`src/hw/rtl/ascii_string_to_integer_parser_unit_macros.svh`:
```
// Assertion macros for the ASCII string to integer parser.
// Used by the top level; the macros expect i_clk and i_rst_n in scope.
`ifndef ASCII_STRING_TO_INTEGER_PARSER_UNIT_MACROS_SVH
`define ASCII_STRING_TO_INTEGER_PARSER_UNIT_MACROS_SVH

// Same-cycle implication, disabled while reset is asserted.
`define ASIP_ASSERT_NOW(lbl, ante, cons, msg) \
    lbl: assert property (@(posedge i_clk) disable iff (!i_rst_n) \
        (ante) |-> (cons)) else $error(msg);

// Next-cycle implication, disabled while reset is asserted.
`define ASIP_ASSERT_NEXT(lbl, ante, cons, msg) \
    lbl: assert property (@(posedge i_clk) disable iff (!i_rst_n) \
        (ante) |=> (cons)) else $error(msg);

`endif

```
`src/hw/rtl/asip_pkg.sv`:
```
// Shared types, constants and helper functions of the ASCII string parser.
// No dependencies; used by the interfaces and the top level.
`timescale 1ns / 1ps

package asip_pkg;

    // Width of the running total and of the result value field.
    localparam int VALUE_BITS   = 32;
    localparam int RESULT_BITS  = 32;
    localparam int CHAR_BITS    = 8;
    localparam int RADIX_BITS   = 5;
    localparam int DIGIT_BITS   = 6;

    // Character codes.
    localparam logic [CHAR_BITS-1:0] CH_NUL   = 8'h00;
    localparam logic [CHAR_BITS-1:0] CH_SPACE = 8'h20;
    localparam logic [CHAR_BITS-1:0] CH_PLUS  = 8'h2B;
    localparam logic [CHAR_BITS-1:0] CH_MINUS = 8'h2D;
    localparam logic [CHAR_BITS-1:0] CH_ZERO  = 8'h30;
    localparam logic [CHAR_BITS-1:0] CH_NINE  = 8'h39;
    localparam logic [CHAR_BITS-1:0] CH_UP_A  = 8'h41;
    localparam logic [CHAR_BITS-1:0] CH_UP_Z  = 8'h5A;
    localparam logic [CHAR_BITS-1:0] CH_LO_A  = 8'h61;
    localparam logic [CHAR_BITS-1:0] CH_LO_B  = 8'h62;
    localparam logic [CHAR_BITS-1:0] CH_LO_O  = 8'h6F;
    localparam logic [CHAR_BITS-1:0] CH_LO_X  = 8'h78;
    localparam logic [CHAR_BITS-1:0] CH_LO_Z  = 8'h7A;

    // Radix codes.
    localparam logic [RADIX_BITS-1:0] RADIX_AUTO = 5'd0;
    localparam logic [RADIX_BITS-1:0] RADIX_2    = 5'd2;
    localparam logic [RADIX_BITS-1:0] RADIX_8    = 5'd8;
    localparam logic [RADIX_BITS-1:0] RADIX_10   = 5'd10;
    localparam logic [RADIX_BITS-1:0] RADIX_16   = 5'd16;

    // Digit value that no base accepts.
    localparam logic [DIGIT_BITS-1:0] DIGIT_NONE = 6'd63;

    // Status codes.
    localparam logic STATUS_OK        = 1'b0;
    localparam logic STATUS_BAD_RADIX = 1'b1;

    // Parse phase, one-hot.
    typedef enum logic [4:0] {
        PH_SKIP   = 5'b00001,
        PH_SIGNED = 5'b00010,
        PH_ZERO   = 5'b00100,
        PH_DIGITS = 5'b01000,
        PH_DONE   = 5'b10000
    } t_phase;

    // True for the bases the parser supports, automatic detection included.
    function automatic logic radix_ok(input logic [RADIX_BITS-1:0] r);
        return (r == RADIX_AUTO) || (r == RADIX_2) || (r == RADIX_8) ||
               (r == RADIX_10) || (r == RADIX_16);
    endfunction

    // Digit value of a character, or DIGIT_NONE if it is no digit at all.
    function automatic logic [DIGIT_BITS-1:0] digit_of(input logic [CHAR_BITS-1:0] c);
        logic [CHAR_BITS-1:0] t;
        t = CH_NUL;
        if (c >= CH_ZERO && c <= CH_NINE) begin
            t = c - CH_ZERO;
        end else if (c >= CH_UP_A && c <= CH_UP_Z) begin
            t = c - CH_UP_A + 8'd10;
        end else if (c >= CH_LO_A && c <= CH_LO_Z) begin
            t = c - CH_LO_A + 8'd10;
        end else begin
            t = {2'b00, DIGIT_NONE};
        end
        return t[DIGIT_BITS-1:0];
    endfunction

endpackage

```
`src/hw/rtl/asip_char_if.sv`:
```
// Character channel: one string byte per transaction with valid/ready.
// Depends on asip_pkg.
`timescale 1ns / 1ps

interface asip_char_if import asip_pkg::*; ();
    logic                 valid;
    logic                 ready;
    logic [CHAR_BITS-1:0] char_code;

    modport source (output valid, output char_code, input ready);
    modport sink   (input valid, input char_code, output ready);
endinterface

```
`src/hw/rtl/asip_result_if.sv`:
```
// Result channel: parsed value and status per transaction with valid/ready.
// Depends on asip_pkg.
`timescale 1ns / 1ps

interface asip_result_if import asip_pkg::*; ();
    logic                   valid;
    logic                   ready;
    logic [RESULT_BITS-1:0] parsed_value;
    logic                   status_code;

    modport source (output valid, output parsed_value, output status_code, input ready);
    modport sink   (input valid, input parsed_value, input status_code, output ready);
endinterface

```
`src/hw/rtl/ascii_string_to_integer_parser_unit.sv`:
```
// ASCII string to integer parser top level; depends on asip_pkg, the interfaces and macros.
// Latency: the result is valid in the cycle after the terminating zero byte is accepted.
// Throughput: one byte per cycle; the result register decouples input from output stalls,
// and a byte is refused only while a result waits and the receiver is not ready.
// Reset (synchronous, active low) clears the radix register, the parse state and
// the result valid flag; bytes are accepted from the first cycle after release.
`timescale 1ns / 1ps
`include "ascii_string_to_integer_parser_unit_macros.svh"

module ascii_string_to_integer_parser_unit import asip_pkg::*; (
    input  logic                  i_clk,
    input  logic                  i_rst_n,
    input  logic                  i_cfg_wr_en,
    input  logic [RADIX_BITS-1:0] i_cfg_wr_data,
    asip_char_if.sink             i_char,
    asip_result_if.source         o_result
);

    // Configuration and parse state.
    logic [RADIX_BITS-1:0]  r_radix_select;
    t_phase                 r_phase, n_phase;
    logic                   r_minus, n_minus;
    logic [RADIX_BITS-1:0]  r_active_radix, n_active_radix;
    logic [VALUE_BITS-1:0]  r_total, n_total;

    // Result register.
    logic                   r_out_valid;
    logic [RESULT_BITS-1:0] r_out_value, n_out_value;
    logic                   r_out_status, n_out_status;

    // Datapath signals.
    logic                   in_accept;
    logic                   is_term;
    logic                   is_blank;
    logic [RADIX_BITS-1:0]  eff_radix;
    logic [RADIX_BITS-1:0]  dig_radix;
    logic [DIGIT_BITS-1:0]  digit;
    logic                   digit_ok;
    logic [VALUE_BITS-1:0]  mac_total;
    logic [VALUE_BITS-1:0]  signed_total;

    // Handshake: take a byte whenever the result register can hold a new result.
    assign i_char.ready = !r_out_valid || o_result.ready;
    assign in_accept    = i_char.valid && i_char.ready;

    assign o_result.valid        = r_out_valid;
    assign o_result.parsed_value = r_out_value;
    assign o_result.status_code  = r_out_status;

    // Radix is sampled from the register throughout the blank phase.
    assign eff_radix = (r_phase == PH_SKIP) ? r_radix_select : r_active_radix;
    assign dig_radix = (eff_radix == RADIX_AUTO) ? RADIX_10 : eff_radix;

    assign is_term  = (i_char.char_code == CH_NUL);
    assign is_blank = (i_char.char_code <= CH_SPACE) || i_char.char_code[CHAR_BITS-1];

    // Digit decode and multiply-accumulate by shift-add for the supported bases.
    assign digit    = digit_of(i_char.char_code);
    assign digit_ok = ({1'b0, digit} < {{(DIGIT_BITS+1-RADIX_BITS){1'b0}}, dig_radix});

    always_comb begin
        case (dig_radix)
            RADIX_2:  mac_total = (r_total << 1) + VALUE_BITS'(digit);
            RADIX_8:  mac_total = (r_total << 3) + VALUE_BITS'(digit);
            RADIX_16: mac_total = (r_total << 4) + VALUE_BITS'(digit);
            default:  mac_total = (r_total << 3) + (r_total << 1) + VALUE_BITS'(digit);
        endcase
    end

    assign signed_total = r_minus ? (~r_total + 1'b1) : r_total;

    // Next parse state for the byte on the input channel.
    always_comb begin
        n_phase        = r_phase;
        n_minus        = r_minus;
        n_active_radix = eff_radix;
        n_total        = r_total;
        n_out_value    = '0;
        n_out_status   = STATUS_OK;

        if (is_term) begin
            if (radix_ok(eff_radix)) begin
                n_out_value  = RESULT_BITS'(signed_total);
                n_out_status = STATUS_OK;
            end else begin
                n_out_value  = '0;
                n_out_status = STATUS_BAD_RADIX;
            end
            n_phase        = PH_SKIP;
            n_minus        = 1'b0;
            n_active_radix = RADIX_AUTO;
            n_total        = '0;
        end else begin
            unique case (r_phase) inside
                PH_SKIP, PH_SIGNED: begin
                    if (r_phase == PH_SKIP && is_blank) begin
                        n_phase = PH_SKIP;
                    end else if (r_phase == PH_SKIP && !radix_ok(eff_radix)) begin
                        n_phase = PH_DONE;
                    end else if (r_phase == PH_SKIP && i_char.char_code == CH_PLUS) begin
                        n_phase = PH_SIGNED;
                    end else if (r_phase == PH_SKIP && i_char.char_code == CH_MINUS) begin
                        n_minus = 1'b1;
                        n_phase = PH_SIGNED;
                    end else if (eff_radix == RADIX_AUTO && i_char.char_code == CH_ZERO) begin
                        // Leading zero may open a base prefix.
                        n_total = '0;
                        n_phase = PH_ZERO;
                    end else begin
                        n_active_radix = dig_radix;
                        if (digit_ok) begin
                            n_total = mac_total;
                            n_phase = PH_DIGITS;
                        end else begin
                            n_phase = PH_DONE;
                        end
                    end
                end
                PH_ZERO: begin
                    if (i_char.char_code == CH_LO_B) begin
                        n_active_radix = RADIX_2;
                        n_phase        = PH_DIGITS;
                    end else if (i_char.char_code == CH_LO_O) begin
                        n_active_radix = RADIX_8;
                        n_phase        = PH_DIGITS;
                    end else if (i_char.char_code == CH_LO_X) begin
                        n_active_radix = RADIX_16;
                        n_phase        = PH_DIGITS;
                    end else begin
                        n_active_radix = RADIX_10;
                        if (digit_ok) begin
                            n_total = mac_total;
                            n_phase = PH_DIGITS;
                        end else begin
                            n_phase = PH_DONE;
                        end
                    end
                end
                PH_DIGITS: begin
                    if (digit_ok) begin
                        n_total = mac_total;
                    end else begin
                        n_phase = PH_DONE;
                    end
                end
                PH_DONE: begin
                    n_phase = PH_DONE;
                end
                default: begin
                    n_phase = PH_DONE;
                end
            endcase
        end
    end

    // Radix configuration register.
    always_ff @(posedge i_clk) begin
        if (!i_rst_n) begin
            r_radix_select <= RADIX_AUTO;
        end else if (i_cfg_wr_en) begin
            r_radix_select <= i_cfg_wr_data;
        end
    end

    // Parse state advances on every accepted byte.
    always_ff @(posedge i_clk) begin
        if (!i_rst_n) begin
            r_phase        <= PH_SKIP;
            r_minus        <= 1'b0;
            r_active_radix <= RADIX_AUTO;
            r_total        <= '0;
        end else if (in_accept) begin
            r_phase        <= n_phase;
            r_minus        <= n_minus;
            r_active_radix <= n_active_radix;
            r_total        <= n_total;
        end
    end

    // Result register: loaded by the terminating byte, emptied when taken.
    always_ff @(posedge i_clk) begin
        if (!i_rst_n) begin
            r_out_valid <= 1'b0;
        end else if (in_accept && is_term) begin
            r_out_valid <= 1'b1;
        end else if (o_result.ready) begin
            r_out_valid <= 1'b0;
        end
    end

    always_ff @(posedge i_clk) begin
        if (in_accept && is_term) begin
            r_out_value  <= n_out_value;
            r_out_status <= n_out_status;
        end
    end

    // Checks on the parse logic.
    `ASIP_ASSERT_NOW(a_bad_zero, r_out_valid && r_out_status, r_out_value == '0, "bad value")
    `ASIP_ASSERT_NEXT(a_rearm, in_accept && is_term, r_out_valid && (r_phase == PH_SKIP), "no rearm")
    `ASIP_ASSERT_NOW(a_ready, !r_out_valid, i_char.ready, "input stalled with empty output")

endmodule

```
`src/flat_wrapper.sv`:
```
// flat-port wrapper written by rule: the top's interface ports become plain ports
module ascii_string_to_integer_parser_unit_flat import asip_pkg::*;
  (i_clk, i_rst_n, i_cfg_wr_en, i_cfg_wr_data, i_char_valid, i_char_char_code, i_char_ready, o_result_valid, o_result_parsed_value, o_result_status_code, o_result_ready);
  asip_char_if i_char_i ();
  asip_result_if o_result_i ();
  input  logic i_clk;
  input  logic i_rst_n;
  input  logic i_cfg_wr_en;
  input  logic [RADIX_BITS-1:0] i_cfg_wr_data;
  input wire logic [$bits(i_char_i.valid)-1:0] i_char_valid;
  input wire logic [$bits(i_char_i.char_code)-1:0] i_char_char_code;
  output wire logic [$bits(i_char_i.ready)-1:0] i_char_ready;
  output wire logic [$bits(o_result_i.valid)-1:0] o_result_valid;
  output wire logic [$bits(o_result_i.parsed_value)-1:0] o_result_parsed_value;
  output wire logic [$bits(o_result_i.status_code)-1:0] o_result_status_code;
  input wire logic [$bits(o_result_i.ready)-1:0] o_result_ready;
  assign i_char_i.valid = i_char_valid;
  assign i_char_i.char_code = i_char_char_code;
  assign i_char_ready = i_char_i.ready;
  assign o_result_valid = o_result_i.valid;
  assign o_result_parsed_value = o_result_i.parsed_value;
  assign o_result_status_code = o_result_i.status_code;
  assign o_result_i.ready = o_result_ready;
  ascii_string_to_integer_parser_unit u_core (.i_clk(i_clk), .i_rst_n(i_rst_n), .i_cfg_wr_en(i_cfg_wr_en), .i_cfg_wr_data(i_cfg_wr_data), .i_char(i_char_i), .o_result(o_result_i));
endmodule
```
`config.mk`:
```
export PLATFORM = sky130hd
export DESIGN_NAME = ascii_string_to_integer_parser_unit_flat
export DESIGN_NICKNAME = d
export VERILOG_FILES = /design/src/hw/rtl/asip_pkg.sv /design/src/hw/rtl/asip_char_if.sv /design/src/hw/rtl/asip_result_if.sv /design/src/hw/rtl/ascii_string_to_integer_parser_unit.sv /design/src/flat_wrapper.sv
export VERILOG_INCLUDE_DIRS = /design/src /design/src/hw/rtl
export SDC_FILE = /design/constraint.sdc
export NUM_CORES = 1
export LEC_CHECK = 0
export BUFFER_PORTS_ARGS = -buffer_cell sky130_fd_sc_hd__buf_2
export CORE_MARGIN = 1.5
export CORE_UTILIZATION = 40
export CTS_BUF_LIST = sky130_fd_sc_hd__clkbuf_4 sky130_fd_sc_hd__clkbuf_8
export DETAILED_ROUTE_END_ITERATION = 10
export SLEW_MARGIN = 25
export SYNTH_ARGS = -nofsm -noshare
export SYNTH_HDL_FRONTEND = slang
export SYNTH_SLANG_ARGS = --single-unit
export TNS_END_PERCENT = 5
```
`constraint.sdc`:
```
create_clock -name i_clk -period 7 [get_ports i_clk]
set_clock_uncertainty 0.05 [all_clocks]
set_input_delay 1.05 -clock i_clk [delete_from_list [all_inputs] [get_ports i_clk]]
set_output_delay 1.05 -clock i_clk [all_outputs]
set_load 0.01 [all_outputs]
```
# Word level (Yosys, flattened, before mapping)
# Cells that the tools add are included.
# W data, S select, Z words.
# op_classes
n_addsub	11
multipliers	0
n_div	0
magnitude_cmp	8
n_eq_ne	28
shift	0
mux	49
bitwise	1
n_reduce_logical	29
# ops
operator	count
$mux W32	11
$pmux W32 S3	2
$add A32 B6 Y32	4
$mux W5	22
$add A32 B1 Y32 const B	1
$add A32 B32 Y32	1
$not A32 Y32	1
$eq A8 B6 Y1 const B	3
$eq A8 B7 Y1 const B	3
$ne A3 B2 Y1 const B	8
$eq A5 B4 Y1 const B	4
$mux W6	3
$ge A8 B7 Y1 const B	2
$le A8 B6 Y1 const B	2
$le A8 B7 Y1 const B	2
$eq A5 B2 Y1 const B	3
$pmux W5 S3	1
$add A6 B4 Y6 const B	2
$sub A6 B6 Y6 const B	2
$eq A5 B5 Y1 const B	2
$logic_and A1 B1 Y1	10
$pmux W5 S2	1
$mux W1	9
$reduce_and A9 Y1	1
15 further kinds	26
# word_totals
regBits	82
latch_bits	0
ram_bits	0
mem_bits_ro	0
in_bits	18
out_inout_bits	35
word_cells	134
memories	0

# Depth between registers and ports, before layout
# Gate-level depths: netlist (run 1).
# depth
word_depth	15
ltp_mapped	21

# Least setup slack after synthesis (run 1)
# No wires, ideal clock.
# synth_path
path_type	input to register
start	input i_char_char_code[1]
end	register u_core.r_total[29]
setup_time_ns	0.071
arrival_time_ns	5.526
setup_slack_ns	1.353
cell_stages	19
path_cell_list	inv_1 > ha_1 > nor4b_1 > a21boi_0 > o21ai_0 > nand2_1 > a22oi_1 > inv_1 > fa_1 > inv_1 > ha_1 > o21ai_0 > nor4_1 > o41ai_1 > a211oi_1 > o31ai_1 > mux2i_1 > a221o_1 > a21oi_1
# synth_between
elab_chain_len	15
elab_cells_between_ends	56
cone_classes	add/sub: 9; order compare: 8; eq/ne: 13; mux: 15; reduce/logical: 11
# synth_lines
item	line	text
start: declaration	flat_wrapper.sv:11	input wire logic [$bits(i_char_i.char_code)-1:0] i_char_char_code;
$sub A6 B6 Y6 (tied with other cells)	asip_pkg.sv:67	t = c - CH_LO_A + 8'd10;
$add A6 B4 Y6 or $logic_and A1 B1 Y1 (tied branches)	asip_pkg.sv:67, asip_pkg.sv:66	
$mux W6	asip_pkg.sv:66	end else if (c >= CH_LO_A && c <= CH_LO_Z) begin
$mux W6	asip_pkg.sv:64	end else if (c >= CH_UP_A && c <= CH_UP_Z) begin
$mux W6	asip_pkg.sv:62	if (c >= CH_ZERO && c <= CH_NINE) begin
$add A32 B6 Y32 (on tied branches)	n/a	
$pmux W32 S3	ascii_string_to_integer_parser_unit.sv:62	case (dig_radix)
$mux W32	ascii_string_to_integer_parser_unit.sv:111, ascii_string_to_integer_parser_unit.sv:131, ascii_string_to_integer_parser_unit.sv:140	
$mux W32	ascii_string_to_integer_parser_unit.sv:105	end else if (eff_radix == RADIX_AUTO && i_char.char_code == CH_ZERO) begin
$mux W32	ascii_string_to_integer_parser_unit.sv:102	end else if (r_phase == PH_SKIP && i_char.char_code == CH_MINUS) begin
$mux W32	ascii_string_to_integer_parser_unit.sv:100	end else if (r_phase == PH_SKIP && i_char.char_code == CH_PLUS) begin
$mux W32	ascii_string_to_integer_parser_unit.sv:98	end else if (r_phase == PH_SKIP && !radix_ok(eff_radix)) begin
$mux W32	ascii_string_to_integer_parser_unit.sv:96	if (r_phase == PH_SKIP && is_blank) begin
$pmux W32 S3	ascii_string_to_integer_parser_unit.sv:94	unique case (r_phase) inside
$mux W32	ascii_string_to_integer_parser_unit.sv:81	if (is_term) begin
end signal: assignment	ascii_string_to_integer_parser_unit.sv:176	r_total <= n_total;
end: declaration	ascii_string_to_integer_parser_unit.sv:24	logic [VALUE_BITS-1:0] r_total, n_total;
# Several ways; a longest one is shown, not always the timed one. The select of a mux whose other input is x is not followed.
# A chain may end at the register's enable or synchronous reset.

# Worst setup path after layout (run 1)
# layout_path
start	input i_char_char_code[1]
end	register u_core.r_total[31]
# Same word-level chain as after synthesis.

==> results.toml, run 1 <==
[drt]
vias = 8711
firstDrtPassIters = 5
wl_per_cell_um = 18.81
viasPerCell = 6.003
drc = 0
wirelength_mm = 27.29
final_antenna_net_count = 0
drtIter0Drc = 780

[floorplan]
pin_count = 53
die_y_um = 154.3
row_count = 55
initial_core_util_pct = 40.54
dieArea_sq_mm = 0.02379
die_w_um = 154.3
core-area_sq_mm = 0.02257

[critical_path]
startpoint_type = "input pin"
timing.rr.start = "u_core.r_total[4]"
cp-end-kind = "flip-flop"
cp.arrival_ns = 6.39
r2r_end = "u_core.r_total[31]"
worst_ep_required_time_ns = 7.23
worstSetupPathType = "in -> reg"
worst_r2r_path_depth = 14
r2r_slack_ns = 2.58
cp_max_fo = 9

[clock_tree]
cts.sinks = 82
hold_buffers = 0
post-cts-setup-buffer-count = 0
cts_resized = 0
clockBufferDepth = 2
root_buffer = "clkbuf_8"
cts_buffers = 9
clock_latency_ns = 0.39
clkTransAtPathRegs_ns = 0.09
cts_tree = "done"
htreeDepth = 3

[logic_synthesis]
synth_xor_area_share_pct = 12.15
post_synth_fa_ha_maj_area_fraction_pct = 12.20
yosysWarnings = 0
yosys.area_share.simple_pct = 21.93
post-synth-top-count-cell = "nor2_1"
syn_area_sq_mm = 0.009151
yosys-top-cells-count = "nor2_1, nand2_1, ha_1, a21oi_1, xnor2_1"
syn_nets = 1266
synth_ff_type = "dfxtp_1"
synthTopCellsByArea = "edfxtp_1, dfxtp_1, ha_1, xnor2_1, xor2_1"
synthDistinctLibCells = 87
async_flop_share_pct = 0
postSynthAreaPerCell_sq_um = 7.869
synth_edf_count = 33
ys_seq_elements = 82
syn_inst = 1163
synth_mux_area_share_pct = 2.434
synth_top_family_by_area = "compound AO/OA/AOI/OAI gates"
synth_compound_area_share_pct = 24.43
ys_seq_area_share_pct = 21.55
yosysTopAreaCellShare_pct = 10.83
synth_top_area_cell = "edfxtp_1"

[timing]
slew_viol_final = 0
fin_crit_ns = 6.159
fin_setup_tns_ns = 0
rsz0062_at_grt = "no"
hold_slack_ns = 0.5004
fmax_mhz = 162.4
worst_slew_pin_slew_ns = 0.9518
maxSlewHeadroom_pct = 36.40
period_share_pct = 87.99
finalHoldViolCount = 0
setup_violations = 0

[global_routing]
grt_use_total_pct = 23.04
grt_pass1_vias = 8165
antenna_found_initial = 0
overflow = 0
grt_first_pass_wirelength_mm = 44.04
use_met2_pct = 37.34
grt.busiest_layer = "met2"
use_met3_pct = 3.811
grt_start_max_net_pins = 49
met1_usage_pct = 31.90

[power]
p_int_mw = 0.8150
power_density_mw_per_mm2 = 127.7
comb_power_share_pct = 26.0
p_leak_nw = 3.605
vdd_drop_max_mv = 0.08507
p_sw_mw = 0.4306
p_seq_share_pct = 42.1
swShare_pct = 34.57
clkPwrFrac_pct = 32.0

[cells_and_area]
drive_above_1_share_pct = 9.005
syn_to_final_growth_pct = 6.590
n_fill_cell = 2310
final_net_count = 1264
n_antenna_cell = 0

[placed_design]
gp_congestion = 0.9226
numPortBuffers = 52
place_hpwl_mm = 20.11

[job]
maxCapViolCount = 0

[min_path]
hp-start = "u_core.r_total[30]"
whs_endpoint = "u_core.r_total[30]"
min_delay_path_depth = 2
hold_path.class = "reg -> reg"

[outcome]
status = "completed"
==> sequential cells by signal, summed over array words and instances, names as in the netlist <==
name / count
u_core.o_result.parsed_value: 32
u_core.r_total: 32
u_core.r_active_radix: 5
u_core.r_phase: 5
u_core.r_radix_select: 5
u_core.o_result.status_code: 1
u_core.o_result.valid: 1
u_core.r_minus: 1
==> per-stage QoR <==
step           instance area, sq um  std cells  worst slack (ns)  total power [mW]  util, %
2_1_floorplan                  9151       1163             1.353            0.7621        -
3_5_place_dp                   9534       1435            0.5741            0.8516    42.24
4_1_cts                        9752       1451            0.9785             1.248    43.20
5_1_grt                        9754       1451            0.3971             1.307    43.22
6_report                       9754       1451            0.8410             1.246    43.22
3_3_place_gp                   9534       1435            0.6960            0.8492    42.24
==> worst max-delay path, cell delays in order <==
cell	delay, ns
buf_2	0.17
inv_1	0.11
ha_1	0.23
nor4b_1	0.34
a21boi_0	0.14
o21ai_0	0.43
o22ai_1	0.18
a21oi_2	0.45
inv_1	0.12
fa_1	0.50
inv_1	0.04
ha_1	0.32
o21ai_0	0.16
nor4_1	0.43
o41ai_1	0.16
buf_4	0.17
a211oi_1	0.37
nor2_1	0.14
o21ai_0	0.36
a211oi_1	0.16
mux2i_1	0.15
a31o_2	0.23
==> how the worst max path moves through the flow <==
| stage | start | endpoint | slack [ns] |
|---|---|---|---|
| floorplan | i_char_char_code[1] | u_core.r_total[29] | 1.35 |
| global placement | i_char_char_code[1] | u_core.r_total[31] | 0.70 |
| detailed placement | i_char_char_code[1] | u_core.r_total[31] | 0.57 |
| CTS | i_char_char_code[1] | u_core.r_total[31] | 0.98 |
| global route | i_char_char_code[1] | u_core.r_total[31] | 0.40 |
| finish | i_char_char_code[1] | u_core.r_total[31] | 0.84 |
==> cell type report <==
cell class	instances	area, sq um	share of cell area (%)
Clock buffer	9	123.9	1.270
Clock inverter	7	93.84	0.9620
Inverter	39	146.4	1.501
Multi-Input combinational cell	965	6711	68.80
Sequential cell	82	1972	20.22
Tap cell	285	356.6	3.656
Timing Repair Buffer	64	350.3	3.592
==> kinds of logic (layout without fill, tap and decap cells) <==
group,after synthesis,after routing
xor+xnor,127,127
buf+inv,116,119
compound gates,325,325
fa+ha+maj,85,85
mux,22,22
simple gates,406,406
flops,82,82
==> layout by cell type, fill, tap and decap left out, types with 6 or more instances in the layout <==
master and count:
a211oi_1 20, a21boi_0 6, a21o_1 15, a21oi_1 72, a221oi_1 15, a31oi_1 10, and2_1 11, and3_1 11
buf_2 52, buf_4 12, clkbuf_8 9, dfxtp_1 49, edfxtp_1 33, fa_1 7, ha_1 78, inv_1 38
mux2i_1 20, nand2_1 90, nand2b_1 13, nand3_1 38, nand3b_1 6, nand4_1 24, nor2_1 127, nor2b_1 13
nor3_1 19, nor3b_1 6, nor4_1 9, o211ai_1 11, o21a_1 6, o21ai_0 54, o21ai_1 10, o221ai_1 6
o22ai_1 20, o31ai_1 14, o41ai_1 6, or3_1 13, xnor2_1 66, xor2_1 61
==> layer usage <==
metal / vias up / routed length [um]
li1: 4289 / -
met1: 4096 / 12840
met2: 290 / 12370
met3: 36 / 1658
met4: 0 / 420
met5: - / 0
==> power by group through the flow <==
stage               Sequential (mW)  Combinational (mW)  Clock, mW
finish                        0.524               0.323      0.398
floorplan                     0.520               0.242          0
CTS                           0.523               0.319      0.405
detailed placement            0.534               0.317          0
global placement              0.534               0.315          0
global route                  0.526               0.357      0.424
(Power assumes the default switching activity.)
==> inputs of run 2 (changes only) <==
==> constraint.sdc (replaced) <==
create_clock -name i_clk -period 7 [get_ports i_clk]
set_clock_uncertainty 0.05 [all_clocks]
set_input_delay 0.35 -clock i_clk [delete_from_list [all_inputs] [get_ports i_clk]]
set_output_delay 0.35 -clock i_clk [all_outputs]
set_load 0.01 [all_outputs]
==> results.toml, run 2 (synthesis gave the netlist of run 1 again) <==
[clock_tree]
hold_buffers = 0
clockBufferDepth = 2
cts_resized = 0
cts_buffers = 9
clock_latency_ns = 0.39
cts_tree = "done"
clkTransAtPathRegs_ns = 0.09
post-cts-setup-buffer-count = 0
root_buffer = "clkbuf_8"
cts.sinks = 82
htreeDepth = 3

[power]
p_leak_nw = 3.621
power_mw = 1.294
p_sw_mw = 0.4366
clkPwrFrac_pct = 34.4
p_seq_share_pct = 40.3
vdd_drop_max_mv = 0.08397
power_density_mw_per_mm2 = 132.3
swShare_pct = 33.73
comb_power_share_pct = 25.3
p_int_mw = 0.8579

[timing]
slew_viol_final = 0
fin_setup_tns_ns = 0
fin_crit_ns = 5.792
fmax_mhz = 172.7
finalHoldViolCount = 0
maxSlewHeadroom_pct = 37.49
worst_slack_ns = 1.208
rsz0062_at_grt = "no"
period_share_pct = 82.74
worst_slew_pin_slew_ns = 0.9305
setup_violations = 0

[critical_path]
cp-end-kind = "flip-flop"
cpLargestDelayFamily = "compound AO/OA/AOI/OAI gates"
cp_num_buf_inv = 4
crit_chain = "buf_2 -> inv_1 -> ha_1 -> nor4b_1 -> a21boi_0 -> o21ai_0 -> o22ai_1 -> a21oi_2 -> inv_1 -> fa_1 -> inv_1 -> ha_1 -> o21ai_0 -> nor4_1 -> o41ai_1 -> a211oi_1 -> o31ai_1 -> mux2i_1 -> a221o_1 -> a21oi_1"
startpoint_type = "input pin"
crit_top_cell = "inv_1"
cpPeakStageDelay_ns = 0.70
cp.arrival_ns = 6.06
slowest_stage = "o41ai_1"
worstSetupPathType = "in -> reg"
cp_max_fo = 9
worst_ep_required_time_ns = 7.27

[min_path]
hold_path.class = "in -> reg"

[placed_design]
place_hpwl_mm = 20.19
gp_congestion = 0.9119
dp.cells = 1435
numPortBuffers = 52
dp_worst_setup_slack_ns = 0.8737

[cells_and_area]
n_antenna_cell = 0
final_cells = 1451
n_fill_cell = 2310
final_core_util_pct = 43.35
syn_to_final_growth_pct = 6.918
final_common_cell = "nor2_1"
final_net_count = 1264
layout_common_cells = "nor2_1, nand2_1, ha_1"
drive_above_1_share_pct = 9.177

[global_routing]
antenna_found_initial = 0
grt_pass1_vias = 8129
grt_use_total_pct = 23.16
overflow = 0
grt_start_max_net_pins = 39
grt_first_pass_wirelength_mm = 44.44

[outcome]
status = "completed"

[drt]
drtIter0Drc = 724
vias = 8771
firstDrtPassIters = 5
final_antenna_net_count = 0
wl_per_cell_um = 19.07
wirelength_mm = 27.66
drc = 0
viasPerCell = 6.045

[floorplan]
die_w_um = 154.3
core-area_sq_mm = 0.02257
row_count = 55
pin_count = 53
die_y_um = 154.3
dieArea_sq_mm = 0.02379
initial_core_util_pct = 40.54

[job]
maxCapViolCount = 0
==> run 2: changes by cell type in the layout (fill, tap and decap cells not counted), sizes merged <==
cell | previous run | this run
clkbuf | 9 | 10
bufinv | 2 | 3
clkinv | 5 | 3
==> run 2: through the flow <==
step                area [sq um]  hold slack, ns
finish                      9784          0.1804
CTS                         9781          0.1713
detailed placement          9534          0.4884
floorplan                   9151          0.4535
global route                9784          0.1849
global placement            9534          0.4803
==> run 2: path summary, 6_finish.rpt <==
kind	start	to	slack, ns	depth (start not counted)
min reg2reg	u_core.r_total[30]	u_core.r_total[30]	0.50	2
max	i_char_char_code[1]	u_core.r_total[29]	1.21	20
min	i_cfg_wr_data[2]	u_core.r_radix_select[2]	0.18	3
max reg2reg	u_core.r_total[3]	u_core.r_total[29]	2.19	12
==> run 2: cell type report <==
| cell class | instances | area (sq um) | area share [%] |
|---|---|---|---|
| multi-input cells | 965 | 6711 | 68.59 |
| flip-flops and latches | 82 | 1973 | 20.17 |
| well taps | 285 | 356.6 | 3.645 |
| repair buffers | 64 | 350.3 | 3.581 |
| inverters | 39 | 146.4 | 1.496 |
| clock buffers | 10 | 131.4 | 1.343 |
| clock inverters | 6 | 115.1 | 1.176 |
==> run 2: worst register-to-register path, cell delays in order, from the launching register on <==
cell      delay (ns)
dfxtp_1         0.67
inv_1           0.28
fa_1            0.57
inv_1           0.05
ha_1            0.33
o21ai_0         0.33
nor4_1          0.15
o41ai_1         0.70
a211oi_1        0.27
o31ai_1         0.69
mux2i_1         0.16
a221o_1         0.37
a21oi_1         0.14
==> run 2: power by group through the flow <==
stage | registers [mW] | logic [mW] | clock network (mW)
floorplan | 0.520 | 0.242 | 0
global placement | 0.532 | 0.318 | 0
detailed placement | 0.532 | 0.321 | 0
CTS | 0.521 | 0.323 | 0.455
global route | 0.523 | 0.360 | 0.473
finish | 0.522 | 0.327 | 0.445
==> run 2: metal layers <==
layer  share of wire, %  wire length [um]  track usage, %  vias up
met5                  0                 0               0        -
met4                1.1               310           5.037        0
met3                6.2              1717           2.410       23
met2                 45             12380           37.69      300
met1                 48             13250           33.12     4156
li1                   -                 -               -     4292
==> inputs of run 3 (changes only) <==
- clock period: 7 -> 5.1 ns (I/O delays scaled with it)
==> results.toml, run 3 (synthesis gave the netlist of run 1 again) <==
[outcome]
status = "completed"

[power]
power_mw = 1.703
p_leak_nw = 3.889
vdd_drop_max_mv = 0.1412
power_density_mw_per_mm2 = 166.7

[timing]
fmax_mhz = 209.0
rsz0062_at_grt = "no"
setup_violations = 0
slew_viol_final = 0
maxSlewHeadroom_pct = 26.29
finalHoldViolCount = 0
worst_slew_pin_slew_ns = 1.098
period_share_pct = 93.80
fin_crit_ns = 4.784

[clock_tree]
clockBufferDepth = 2
cts_buffers = 9
htreeDepth = 3
cts_tree = "done"
clkTransAtPathRegs_ns = 0.09
post-cts-setup-buffer-count = 0
hold_buffers = 0
clock_latency_ns = 0.39
cts.sinks = 82
root_buffer = "clkbuf_8"

[cells_and_area]
area.sequential_sq_mm = 0.001973
final_core_util_pct = 45.27
drive_above_1_share_pct = 14.20
multi_input_area_sq_mm = 0.006754
final_common_cell = "nor2_1"
n_fill_cell = 2283
syn_to_final_growth_pct = 11.65
final_net_count = 1323
layout_common_cells = "nor2_1, nand2_1, ha_1"
n_antenna_cell = 0

[critical_path]
cpLargestDelayFamily = "compound AO/OA/AOI/OAI gates"
crit_cells = 20
slowest_stage = "nor4bb_1"
worst_ep_required_time_ns = 5.30
worstSetupPathType = "in -> reg"
critPathCapture = "u_core.r_total[24]"
cp_num_buf_inv = 3
cpPeakStageDelay_ns = 0.51
worst_r2r_path_depth = 12
cp.arrival_ns = 4.98
cp_max_fo = 4
crit_start = "i_char_char_code[3]"
crit_chain = "buf_2 -> nor4bb_1 -> o2bb2ai_1 -> o21ai_0 -> and2_1 -> buf_4 -> buf_4 -> o22a_1 -> ha_1 -> ha_1 -> fa_1 -> a21o_1 -> nand4_1 -> a21oi_1 -> o31a_1 -> o21a_1 -> a311o_1 -> xnor2_1 -> a221oi_1 -> a211oi_1"
timing.rr.start = "u_core.r_phase[2]"
startpoint_type = "input pin"
r2r_slack_ns = 1.10
cp-end-kind = "flip-flop"
r2r_end = "u_core.r_total[26]"

[global_routing]
grt_start_max_net_pins = 37
grt_pass1_vias = 8394
antenna_found_initial = 0
grt_use_total_pct = 23.55
overflow = 0
grt_first_pass_wirelength_mm = 44.81

[drt]
drtIter0Drc = 723
vias = 9012
wl_per_cell_um = 18.54
viasPerCell = 5.968
firstDrtPassIters = 7
drc = 0
wirelength_mm = 28.00
final_antenna_net_count = 0

[floorplan]
pin_count = 53
die_y_um = 154.3
dieArea_sq_mm = 0.02379
row_count = 55
initial_core_util_pct = 40.54
core-area_sq_mm = 0.02257
die_w_um = 154.3

[job]
maxCapViolCount = 0

[placed_design]
numPortBuffers = 52
gp_congestion = 0.9362
place_hpwl_mm = 20.94

[min_path]
hold_path.class = "in -> reg"
-- run 3: cell count changes in the layout (fill, tap and decap cells not counted), sizes merged --
cell and change:
clkinvlp +1, bufinv -2, clkbuf +1, buf +59
-- run 3: through the flow --
step                      instances  hold WS (ns)  instance area (sq um)  setup TNS (ns)  worst slack (ns)
after global placement         1494        0.4697                   9977         -0.9932           -0.2599
after detailed placement       1494        0.4738                   9977          -2.374           -0.4047
after floorplan                1163        0.3746                   9151               0            0.2484
after global routing           1510        0.1184                  10220               0         0.0002971
after CTS                      1510       0.07673                  10180               0           0.05183
final                          1510       0.08510                  10220               0            0.3164
-- run 3: worst min-delay path by stage --
stage | startpoint | endpoint | slack [ns] | cells after the start
floorplan | i_cfg_wr_data[0] | u_core.r_radix_select[0] | 0.37 | 2
detailed placement | i_cfg_wr_data[2] | u_core.r_radix_select[2] | 0.47 | 3
global route | i_cfg_wr_data[2] | u_core.r_radix_select[2] | 0.12 | 3
global placement | i_cfg_wr_data[2] | u_core.r_radix_select[2] | 0.47 | 3
finish | i_cfg_wr_data[0] | u_core.r_radix_select[0] | 0.09 | 3
CTS | i_cfg_wr_data[0] | u_core.r_radix_select[0] | 0.08 | 3
-- run 3: final cells by class --
class / instances / area share [%]
clock buffer: 11 / 1.359
clock inverter: 5 / 0.5388
inverter: 39 / 1.433
multi-input combinational: 965 / 66.10
sequential: 82 / 19.31
tap: 285 / 3.490
timing repair buffer: 123 / 7.764
-- run 3: metal layers --
metal  part of all wire, %  wire, um  GRT usage (%)
met5                     0         0              0
met1                    47     13260          33.54
met4                   1.7       481          7.097
met3                   6.1      1716          2.157
met2                    45     12540          37.77
-- run 3: worst register-to-register path, cell delays in order, from the launching register on --
cell,delay (ns)
dfxtp_1,0.38
or4b_4,0.58
or2_2,0.48
a31oi_1,0.31
and2_1,0.20
ha_1,0.24
a21o_1,0.16
a21o_1,0.22
a2111oi_4,0.35
buf_4,0.41
o211ai_1,0.22
a41o_1,0.24
o21ai_1,0.11
-- run 3: report_power, final --
| part | switching (mW) | internal, mW |
|---|---|---|
| combinational | 0.307 | 0.188 |
| sequential | 0.0215 | 0.687 |
| clock | 0.264 | 0.236 |
| total | 0.592 | 1.11 |
-- run 3: what timing repair did --
| action | CTS | global route |
|---|---|---|
| gates resized for setup | 1 | 8 |
| gates cloned | 0 | 0 |
| setup endpoints to repair | 1 | 12 |
